$ cat src/design/dfd_pkg.sv
// Shared types and constants for the display frame deframer.
package dfd_pkg;

   localparam int FRAME_BYTES = 16;
   localparam int COUNT_W     = $clog2(FRAME_BYTES);

   localparam logic [COUNT_W-1:0] LAST_INDEX   = COUNT_W'(FRAME_BYTES - 1);
   localparam logic [7:0]         START_BYTE   = 8'hAA;
   localparam logic [7:0]         DEVICE_RESET = 8'h1A;
   localparam logic [3:0]         PHASE_LIMIT  = 4'd3;
   localparam logic [2:0]         PHASE_NONE   = 3'd4;

   localparam int TDATA_W = 104;

   typedef struct packed {
      logic [7:0] rx_byte;
      logic       line_idle;
   } in_item_type;

   typedef struct packed {
      logic        frame_status;
      logic        checksum_ok;
      logic [7:0]  device_id;
      logic [15:0] battery_centivolts;
      logic [15:0] panel_centivolts;
      logic [15:0] panel_deciamps;
      logic [2:0]  charge_phase;
      logic        solar_active;
      logic        overcharge_guard;
      logic        energy_selector;
      logic [39:0] raw_unknown;
   } result_type;

endpackage

$ cat src/design/dfd_in_reg.sv
// Input register that holds one received word until the assembler takes it.
module dfd_in_reg (
   input  logic                clock,
   input  logic                reset,
   input  logic                req_tvalid,
   output logic                req_tready,
   input  dfd_pkg::in_item_type req_item,
   input  logic                take,
   output logic                item_valid,
   output dfd_pkg::in_item_type item
);

   logic                 valid_ff, valid_in;
   dfd_pkg::in_item_type item_ff;

   assign req_tready = !valid_ff || take;
   assign valid_in   = req_tvalid || (valid_ff && !take);

   always_ff @(posedge clock) begin
      if (reset) begin
         valid_ff <= 1'b0;
      end else if (req_tready) begin
         valid_ff <= valid_in;
      end
   end

   always_ff @(posedge clock) begin
      if (req_tvalid && req_tready) begin
         item_ff <= req_item;
      end
   end

   assign item_valid = valid_ff;
   assign item       = item_ff;

endmodule

$ cat src/design/dfd_assembler.sv
// Frame assembly: start hunt, byte store, running checksum, held phase and result decode.
module dfd_assembler (
   input  logic                 clock,
   input  logic                 reset,
   input  logic                 csr_wr_en,
   input  logic [7:0]           csr_wr_data,
   input  logic                 item_valid,
   input  dfd_pkg::in_item_type item,
   input  logic                 out_free,
   output logic                 take,
   output logic                 result_valid,
   output dfd_pkg::result_type  result
);

   logic [7:0]                  expected_ff;
   logic [dfd_pkg::COUNT_W-1:0] count_ff, count_in;
   logic [7:0]                  xor_ff, xor_in;
   logic [2:0]                  phase_ff, phase_in;
   logic [7:0]                  store_ff [dfd_pkg::FRAME_BYTES];
   logic                        is_last;
   logic                        store_en;
   logic                        match;
   logic [3:0]                  nib;

   // The last word needs room in the output register; other words always move on.
   assign is_last = !item.line_idle && (count_ff == dfd_pkg::LAST_INDEX);
   assign take    = item_valid && (!is_last || out_free);

   assign store_en = take && !item.line_idle
                     && ((count_ff != '0) || (item.rx_byte == dfd_pkg::START_BYTE));
   assign result_valid = take && is_last;

   assign match = (store_ff[1] == expected_ff);
   assign nib   = store_ff[13][3:0];

   always_comb begin
      count_in = count_ff;
      xor_in   = xor_ff;
      phase_in = phase_ff;
      if (take && item.line_idle) begin
         count_in = '0;
         xor_in   = '0;
      end else if (store_en) begin
         if (is_last) begin
            count_in = '0;
            xor_in   = '0;
            if (match && (nib <= dfd_pkg::PHASE_LIMIT)) begin
               phase_in = nib[2:0];
            end
         end else begin
            count_in = count_ff + 1'b1;
            xor_in   = xor_ff ^ item.rx_byte;
         end
      end
   end

   always_comb begin
      result              = '0;
      result.device_id    = store_ff[1];
      result.charge_phase = phase_in;
      if (!match) begin
         result.frame_status = 1'b1;
      end else begin
         result.checksum_ok        = (xor_ff == item.rx_byte);
         result.battery_centivolts = {store_ff[3], store_ff[2]};
         result.panel_centivolts   = {store_ff[5], store_ff[4]};
         result.panel_deciamps     = {store_ff[7], store_ff[6]};
         result.solar_active       = store_ff[14][3];
         result.overcharge_guard   = store_ff[14][4];
         result.energy_selector    = store_ff[14][5];
         result.raw_unknown        = {store_ff[12], store_ff[11], store_ff[10],
                                      store_ff[9], store_ff[8]};
      end
   end

   always_ff @(posedge clock) begin
      if (reset) begin
         expected_ff <= dfd_pkg::DEVICE_RESET;
         count_ff    <= '0;
         xor_ff      <= '0;
         phase_ff    <= dfd_pkg::PHASE_NONE;
      end else begin
         if (csr_wr_en) begin
            expected_ff <= csr_wr_data;
         end
         count_ff <= count_in;
         xor_ff   <= xor_in;
         phase_ff <= phase_in;
      end
   end

   always_ff @(posedge clock) begin
      if (store_en) begin
         store_ff[count_ff] <= item.rx_byte;
      end
   end

`ifndef NO_ASSERTIONS
   a_phase_range: assert property (@(posedge clock) disable iff (reset)
      phase_ff <= dfd_pkg::PHASE_NONE)
      else $error("held phase out of range");

   a_result_at_end: assert property (@(posedge clock) disable iff (reset)
      result_valid |-> (count_ff == dfd_pkg::LAST_INDEX) && !item.line_idle)
      else $error("result outside frame end");

   a_idle_clears: assert property (@(posedge clock) disable iff (reset)
      (take && item.line_idle) |=> (count_ff == '0) && (xor_ff == '0))
      else $error("line idle did not drop the frame");

   a_mismatch_keeps_phase: assert property (@(posedge clock) disable iff (reset)
      (result_valid && result.frame_status) |=> $stable(phase_ff))
      else $error("device mismatch changed the held phase");
`endif

endmodule

$ cat src/design/dfd_out_reg.sv
// Output register that holds a finished result until the receiver takes it.
module dfd_out_reg (
   input  logic                clock,
   input  logic                reset,
   input  logic                load,
   input  dfd_pkg::result_type result,
   input  logic                rsp_tready,
   output logic                rsp_tvalid,
   output logic                out_free,
   output dfd_pkg::result_type held
);

   logic                valid_ff, valid_in;
   dfd_pkg::result_type data_ff;

   assign out_free = !valid_ff || rsp_tready;
   assign valid_in = load || (valid_ff && !rsp_tready);

   always_ff @(posedge clock) begin
      if (reset) begin
         valid_ff <= 1'b0;
      end else begin
         valid_ff <= valid_in;
      end
   end

   always_ff @(posedge clock) begin
      if (load) begin
         data_ff <= result;
      end
   end

   assign rsp_tvalid = valid_ff;
   assign held       = data_ff;

`ifndef NO_ASSERTIONS
   a_no_overwrite: assert property (@(posedge clock) disable iff (reset)
      load |-> out_free)
      else $error("result loaded over an unsent word");
`endif

endmodule

$ cat src/design/display_frame_deframer.sv
// Top level of the display frame deframer.
//
// The req channel carries one received serial byte per word, with the line-idle
// flag in tuser. Bytes are dropped until a start byte 0xAA opens a frame; the
// next fifteen bytes complete it. A line-idle word throws away a partial frame.
// Each complete 16-byte frame gives one word on the rsp channel: the device
// mismatch status in tuser and the decoded fields in tdata.
// The csr port sets the expected device id; write it only while no frame is
// in flight.
// Throughput is one word per cycle unless the last byte of a frame waits for
// the output register. A word is held in the input register; the assembler
// decodes it and loads the output register at the same edge that takes it,
// so a frame's result is valid on rsp in the cycle after the assembler takes
// its last byte. When rsp is stalled, data bytes keep flowing; only the last
// byte of a frame waits in the input register until the output register frees.
// Synchronous reset empties both registers, closes any open frame, sets the
// expected device to 0x1A and the held charge phase to "none seen".
module display_frame_deframer (
   input  logic                        clock,
   input  logic                        reset,
   input  logic                        csr_wr_en,
   input  logic [7:0]                  csr_wr_data,
   input  logic                        req_tvalid,
   output logic                        req_tready,
   input  logic [7:0]                  req_tdata,  // rx_byte
   input  logic                        req_tuser,  // line_idle
   output logic                        rsp_tvalid,
   input  logic                        rsp_tready,
   // checksum_ok, device_id, battery_centivolts, panel_centivolts,
   // panel_deciamps, charge_phase, solar_active, overcharge_guard,
   // energy_selector, raw_unknown, zero pad
   output logic [dfd_pkg::TDATA_W-1:0] rsp_tdata,
   output logic                        rsp_tuser   // frame_status
);

   dfd_pkg::in_item_type req_item, item;
   dfd_pkg::result_type  result, held;
   logic                 item_valid, take, result_valid, out_free;

   assign req_item.rx_byte   = req_tdata;
   assign req_item.line_idle = req_tuser;

   dfd_in_reg u_in_reg (
      .clock      (clock),
      .reset      (reset),
      .req_tvalid (req_tvalid),
      .req_tready (req_tready),
      .req_item   (req_item),
      .take       (take),
      .item_valid (item_valid),
      .item       (item)
   );

   dfd_assembler u_assembler (
      .clock        (clock),
      .reset        (reset),
      .csr_wr_en    (csr_wr_en),
      .csr_wr_data  (csr_wr_data),
      .item_valid   (item_valid),
      .item         (item),
      .out_free     (out_free),
      .take         (take),
      .result_valid (result_valid),
      .result       (result)
   );

   dfd_out_reg u_out_reg (
      .clock      (clock),
      .reset      (reset),
      .load       (result_valid),
      .result     (result),
      .rsp_tready (rsp_tready),
      .rsp_tvalid (rsp_tvalid),
      .out_free   (out_free),
      .held       (held)
   );

   assign rsp_tuser = held.frame_status;
   assign rsp_tdata = {1'b0,
                       held.raw_unknown,
                       held.energy_selector,
                       held.overcharge_guard,
                       held.solar_active,
                       held.charge_phase,
                       held.panel_deciamps,
                       held.panel_centivolts,
                       held.battery_centivolts,
                       held.device_id,
                       held.checksum_ok};

endmodule
$ cat config.mk
export PLATFORM = sky130hd
export DESIGN_NAME = display_frame_deframer
export DESIGN_NICKNAME = d
export VERILOG_FILES = /design/src/design/dfd_pkg.sv /design/src/design/dfd_in_reg.sv /design/src/design/dfd_assembler.sv /design/src/design/dfd_out_reg.sv /design/src/design/display_frame_deframer.sv
export SDC_FILE = /design/constraint.sdc
export NUM_CORES = 1
export LEC_CHECK = 0
export CORE_MARGIN = 8
export CORE_UTILIZATION = 23
export CTS_BUF_LIST = sky130_fd_sc_hd__clkbuf_16
export CTS_CLUSTER_SIZE = 20
export DETAILED_ROUTE_END_ITERATION = 7
export DONT_BUFFER_PORTS = 1
export SYNTH_ARGS = -nofsm -noshare
export SYNTH_HDL_FRONTEND = slang
export SYNTH_SLANG_ARGS = --single-unit
export TNS_END_PERCENT = 5
$ cat constraint.sdc
create_clock -name clock -period 8.8 [get_ports clock]
set_input_delay 2.64 -clock clock [delete_from_list [all_inputs] [get_ports clock]]
set_output_delay 2.64 -clock clock [all_outputs]
set_load 0.02 [all_outputs]
==> results of run 1 <==
## per-layer routing
layer / vias to the layer above / part of all wire [%] / wire length [um] / GRT usage [%]
li1: 1882 / - / - / -
met1: 1980 / 42 / 8060 / 10.1
met5: - / 0 / 0 / 0
met3: 47 / 6.7 / 1310 / 2.70
met2: 138 / 49 / 9600 / 14.7
met4: 0 / 2.2 / 432 / 2.65
## critical path: cells and delay by family
kind,cells,cell delay [ns]
simple gates,3,0.88
## state kept, by name, summed over array words and instances, names as in the netlist
name                     count
u_assembler.expected_ff      8
u_assembler.store_ff       103
u_in_reg.item_valid          1
u_assembler.count_ff         4
u_out_reg.held             104
u_assembler.phase_ff         3
u_assembler.xor_ff           8
u_out_reg.rsp_tvalid         1
u_in_reg.item                9
## cells in the mapped netlist
| cell type | number | area share, % |
|---|---|---|
| a211o_1 | 3 | 0.30 |
| nor3_2 | 1 | 0.12 |
| buf_2 | 2 | 0.12 |
| buf_1 | 1 | 0.043 |
| conb_1 | 1 | 0.043 |
| nor4_1 | 1 | 0.072 |
| nand3_1 | 4 | 0.23 |
| mux2_4 | 2 | 0.35 |
| and2b_1 | 1 | 0.087 |
| clkbuf_1 | 11 | 0.48 |
| nand4bb_4 | 1 | 0.32 |
| clkbuf_2 | 1 | 0.058 |
| or4_1 | 9 | 0.78 |
| o31ai_2 | 1 | 0.14 |
| xnor2_1 | 16 | 1.6 |
| clkinv_1 | 1 | 0.043 |
| nor2_1 | 13 | 0.56 |
| nand2b_1 | 5 | 0.36 |
| a21o_1 | 1 | 0.087 |
| nand4_2 | 1 | 0.14 |
| nand4_1 | 4 | 0.29 |
| dfxtp_1 | 25 | 5.8 |
| ha_1 | 4 | 0.58 |
| nand4bb_1 | 1 | 0.13 |
| a21oi_1 | 14 | 0.81 |
| buf_6 | 1 | 0.13 |
| o31a_1 | 1 | 0.10 |
| nor4_4 | 1 | 0.25 |
| nor2b_1 | 4 | 0.29 |
| o21bai_1 | 1 | 0.087 |
| mux2i_1 | 7 | 0.81 |
| o31ai_1 | 9 | 0.78 |
| and3_1 | 15 | 1.1 |
| edfxtp_1 | 216 | 75 |
| and2_1 | 93 | 6.7 |
| o211a_4 | 1 | 0.20 |
| o21ai_1 | 2 | 0.12 |
| a31oi_1 | 1 | 0.072 |
| nand2_1 | 3 | 0.13 |
| a31o_2 | 1 | 0.10 |
| o211ai_1 | 1 | 0.087 |
| buf_4 | 1 | 0.087 |
| inv_1 | 13 | 0.56 |
## placed cells by master, fill, tap and decap left out, types with 2 or more instances in the layout
cell type and n:
a211o_1 3, a21oi_1 14, and2_1 93, and3_1 15, buf_4 11, bufinv_16 4
clkbuf_16 27, clkinv_1 5, clkinv_2 4, clkinv_4 3, clkinvlp_4 2, dfxtp_1 25
edfxtp_1 216, ha_1 4, inv_1 14, inv_6 4, mux2_4 2, mux2i_1 7
nand2_1 3, nand2b_1 5, nand3_1 4, nand4_1 4, nor2_1 11, nor2_4 2
nor2b_1 4, o21ai_1 2, o31ai_1 9, or4_1 9, xnor2_1 16
## cell families (layout without fill, tap and decap cells)
kind of cell	count (synthesis)	after routing	synth area share (%)
AOI/OAI and AO/OA	36	36	2.89
xor gates and xnor gates	16	16	1.62
adders and majority gates	4	4	0.578
buffers and inverters	31	75	1.52
DFF	241	241	80.6
muxes	9	9	1.16
other	1	1	0.0433
and+or+nand+nor	157	157	11.6
## through the flow
step                instance area [um2]  instances
floorplan                          8660        495
global placement                   9320       1000
detailed placement                 9320       1000
CTS                               10200       1050
global route                      10200       1050
finish                            10200       1050
## worst max path at each step
| stage | from | to | cells after the start |
|---|---|---|---|
| after floorplan | rsp_tready | u_out_reg.held[0]$_SDFFCE_PN0P_ | 3 |
| after global placement | rsp_tready | req_tready | 3 |
| after detailed placement | rsp_tready | req_tready | 3 |
| after CTS | rsp_tready | req_tready | 3 |
| after global routing | rsp_tready | req_tready | 3 |
| final | rsp_tready | req_tready | 3 |
## layout make-up
class                           instances  share of cell area [%]
Sequential cell                       241                    68.2
Tap cell                              511                    6.24
Multi-Input combinational cell        223                    15.2
Inverter                               14                   0.513
Timing Repair Buffer                   11                   0.806
Clock inverter                         23                    2.41
Clock buffer                           27                    6.60
## power breakdown
part | switching, uW | total [uW] | internal [uW]
Combinational | 34.1 | 47.4 | 13.3
Clock | 464 | 1150 | 686
Sequential | 3.74 | 1250 | 1250
==> flow_metrics.env, run 1 <==
export IMPL_outcome="finished, final reports clean"
export IMPL_timing_rr_start="u_assembler.count_ff[0]$_SDFFE_PP0P_"
export IMPL_fin_tns_setup_ns=0
export IMPL_maxCapViolCount=0
export IMPL_cpPeakStageDelay_ns=0.40
export IMPL_start_kind="input pin"
export IMPL_nNetsFinal=544
export IMPL_syn_area_per_cell_um2=17.5
export IMPL_reg2reg_depth=5
export IMPL_fillers=3742
export IMPL_antenna_found_initial=0
export IMPL_grt_max_degree=93
export IMPL_cts_root_buf="clkbuf_16"
export IMPL_hold_buffers=0
export IMPL_reg2reg_to="u_out_reg.held[2]$_SDFFCE_PN0P_"
export IMPL_port_buffers=0
export IMPL_hold_path_class="reg -> reg"
export IMPL_seq_area_mm2=0.00699
export IMPL_final_util_pct=27.4
export IMPL_fin_ws_ns=2.63
export IMPL_insertion_delay_ns=0.54
export IMPL_avgViaCountPerCell=3.85
export IMPL_grt_pass1_vias=4057
export IMPL_synth_nets=521
export IMPL_crit_path_end_kind="output pin"
export IMPL_clock_sinks=241
export IMPL_critical_path_arrival_ns=3.53
export IMPL_slew_violations=0
export IMPL_h_tree_depth=1
export IMPL_vias=4047
export IMPL_wl_um=19400
export IMPL_multiInputGateArea_mm2=0.00156
export IMPL_crit_required_ns=6.16
export IMPL_syn_inst=495
export IMPL_track_usage_pct=8.55
export IMPL_final_hold_violation_count=0
export IMPL_clk_pin_slew_ns=0.06
export IMPL_die_h_um=210
export IMPL_p_per_area_mw_per_mm2=239
export IMPL_finalPower_uw=2450
export IMPL_critPathSlowestCell="nor3_2"
export IMPL_drtIter0Drc=184
export IMPL_dr_pass1_iters=4
export IMPL_start_util_pct=23.2
export IMPL_slew_headroom_pct=35.1
export IMPL_regToRegSetupSlack_ns=5.56
export IMPL_cts_buffers_inserted=27
export IMPL_clk_path_buf_depth=3
export IMPL_setup_viol=0
export IMPL_drc=0
export IMPL_syn2layout_area_growth_pct=18.2
export IMPL_cts_tree="built"
export IMPL_wl_per_cell_um=18.5
export IMPL_rows=71
export IMPL_p_leak_uw=0.00356
export IMPL_hold_start="u_assembler.phase_ff[2]$_SDFF_PP1_"
export IMPL_crit_chain="nand2b_1, nor3_2, nand2_1"
export IMPL_fmax_mhz=162
export IMPL_worstMarginPinSlew_ns=0.973
export IMPL_path_class="in -> out"
export IMPL_whs_ns=0.465
export IMPL_min_to="u_assembler.phase_ff[2]$_SDFF_PP1_"
export IMPL_seq_area_frac_synth_pct=80.6
export IMPL_synth_distinct_cells=43
export IMPL_rsz0062_at_grt="false"
export IMPL_grt_pass1_wl_um=27800
export IMPL_gp_congestion=0.734
export IMPL_io_pins=129
export IMPL_overflow=0
export IMPL_die_w_um=210
export IMPL_core_mm2=0.0374
export IMPL_ys_warnings_count=0
export IMPL_min_path_cells=2
export IMPL_dp_final_hpwl_um=12200
export IMPL_synth_area_mm2=0.00866
export IMPL_critPathMaxFanout=5
export IMPL_timing_final_crit_period_ns=6.17
export IMPL_cts_resized_gates=0
export IMPL_antenna_cells=0
export IMPL_post_route_period_util_pct=70.1
export IMPL_skew_ns=0.0128
export IMPL_ant_nets=0
export IMPL_cts_setup_buffers=0
export IMPL_ys_seq_elements=241
export IMPL_drive_above_1_share_pct=12.4
export IMPL_preCtsSetupSlack_ns=2.63
export IMPL_peakVddDrop_mv=0.122
export IMPL_fp_dieArea_mm2=0.0441
(Power assumes the default switching activity.)
==> inputs of run 2 (changes only) <==
clock period = 6.35 ns   (was 8.8 ns; I/O delays follow)
==> run 2 against run 1 <==
Effect of this change: critical path depth unchanged; critical endpoint unchanged; cell area barely moved; sequential cell count is the same; clock power is 37% higher; worst hold slack gained 0.015 ns.
==> flow_metrics.env, run 2 (synthesis gave the netlist of run 1 again) <==
export IMPL_insertion_delay_ns=0.54
export IMPL_slew_headroom_pct=30.9
export IMPL_dp_final_hpwl_um=13000
export IMPL_whs_ns=0.479
export IMPL_drive_above_1_share_pct=11.7
export IMPL_maxCapViolCount=0
export IMPL_overflow=0
export IMPL_critical_path_arrival_ns=2.89
export IMPL_drc=0
export IMPL_critPathMaxFanout=5
export IMPL_antenna_cells=0
export IMPL_crit_path_end_kind="output pin"
export IMPL_io_pins=129
export IMPL_timing_final_crit_period_ns=4.79
export IMPL_syn2layout_area_growth_pct=18.1
export IMPL_final_cells=1049
export IMPL_grt_max_degree=93
export IMPL_port_buffers=0
export IMPL_cts_setup_buffers=0
export IMPL_clk_path_buf_depth=3
export IMPL_vias=4024
export IMPL_core_mm2=0.0374
export IMPL_die_h_um=210
export IMPL_fin_ws_ns=1.56
export IMPL_mostFrequentLayoutCells="edfxtp_1 (216), and2_1 (93), clkbuf_16 (27), dfxtp_1 (25), xnor2_1 (16)"
export IMPL_preCtsSetupSlack_ns=1.59
export IMPL_numPlacedInstances=1001
export IMPL_fmax_mhz=209
export IMPL_worstMarginPinSlew_ns=1.03
export IMPL_track_usage_pct=8.84
export IMPL_h_tree_depth=1
export IMPL_cpPeakStageDelay_ns=0.41
export IMPL_rsz0062_at_grt="false"
export IMPL_clk_pin_slew_ns=0.06
export IMPL_final_util_pct=27.4
export IMPL_final_hold_violation_count=0
export IMPL_cts_resized_gates=0
export IMPL_rows=71
export IMPL_hold_path_class="reg -> reg"
export IMPL_p_leak_uw=0.00354
export IMPL_die_w_um=210
export IMPL_outcome="finished, final reports clean"
export IMPL_gp_congestion=0.732
export IMPL_cp_num_buf_inv=0
export IMPL_dr_pass1_iters=4
export IMPL_crit_required_ns=4.45
export IMPL_fp_dieArea_mm2=0.0441
export IMPL_crit_chain="nand2b_1, nor3_2, nand2_1"
export IMPL_antenna_found_initial=1
export IMPL_cpLargestDelayFamily="simple AND/OR/NAND/NOR gates"
export IMPL_nNetsFinal=545
export IMPL_grt_pass1_vias=4119
export IMPL_critPathSlowestCell="nor3_2"
export IMPL_skew_ns=0.0141
export IMPL_start_kind="input pin"
export IMPL_peakVddDrop_mv=0.164
export IMPL_wl_um=20100
export IMPL_cts_root_buf="clkbuf_16"
export IMPL_largest_reg_flops=104
export IMPL_avgViaCountPerCell=3.84
export IMPL_drtIter0Drc=193
export IMPL_cts_tree="built"
export IMPL_post_route_period_util_pct=75.5
export IMPL_start_util_pct=23.2
export IMPL_cts_buffers_inserted=27
export IMPL_final_common_cell="edfxtp_1"
export IMPL_ant_nets=0
export IMPL_fin_tns_setup_ns=0
export IMPL_setup_viol=0
export IMPL_p_per_area_mw_per_mm2=330
export IMPL_path_class="in -> out"
export IMPL_wl_per_cell_um=19.2
export IMPL_grt_pass1_wl_um=28800
export IMPL_slew_violations=0
export IMPL_clock_sinks=241
export IMPL_hold_buffers=0
[run 2: cell count changes in the layout (fill, tap and decap cells not counted)]
cell      before  now
clkinv_1       5    8
clkinv_2       4    2
inv_6          4    2
buf_4         11   12
clkinv_4       3    2
inv_16         0    1
inv_8          1    0
[run 2: report_power, final]
group          internal (uW)  total, uW  switching, uW
sequential              1730       1730           5.45
combinational           18.4       63.5           45.1
clock                    944       1580            634
[run 2: path summary, 6_finish.rpt]
kind / startpoint / endpoint / slack, ns / depth (start not counted)
worst max-delay path: rsp_tready / req_tready / 1.56 / 3
worst min-delay path: u_assembler.phase_ff[2]$_SDFF_PP1_ / u_assembler.phase_ff[2]$_SDFF_PP1_ / 0.48 / 2
worst max register to register: u_in_reg.item[7]$_DFFE_PP_ / u_assembler.store_ff[8][1]$_DFFE_PP_ / 3.43 / 5
worst min register to register: u_assembler.phase_ff[2]$_SDFF_PP1_ / u_assembler.phase_ff[2]$_SDFF_PP1_ / 0.48 / 2
[run 2: metrics by stage]
step,power [uW],area (um2)
after floorplan,1800,8670
after global placement,1830,9330
after detailed placement,1840,9330
after CTS,3430,10200
after global routing,3490,10200
final,3380,10200
[run 2: cell type report]
type | count | area (um2)
clock buffers | 27 | 676
clock inverters | 21 | 230
fillers | 3738 | 27200
inverters | 14 | 52.6
multi-input cells | 223 | 1560
flip-flops and latches | 241 | 6990
well taps | 511 | 639
repair buffers | 12 | 90.1
[run 2: worst register-to-register path, cell delays in order, from the launching register on]
cell and delay [ns]:
edfxtp_1 0.36, buf_4 0.23, nand4bb_4 0.26, o211a_4 0.34
nor2_1 0.81, and3_1 0.57
[run 2: per-layer routing]
metal | track usage, % | wire [um] | up-vias | part of all wire [%]
li1 | - | - | 1876 | -
met1 | 10.6 | 8600 | 2000 | 43
met2 | 14.8 | 9780 | 111 | 49
met3 | 3.03 | 1260 | 35 | 6.3
met4 | 2.79 | 442 | 2 | 2.2
met5 | 0 | 13 | - | 0.065
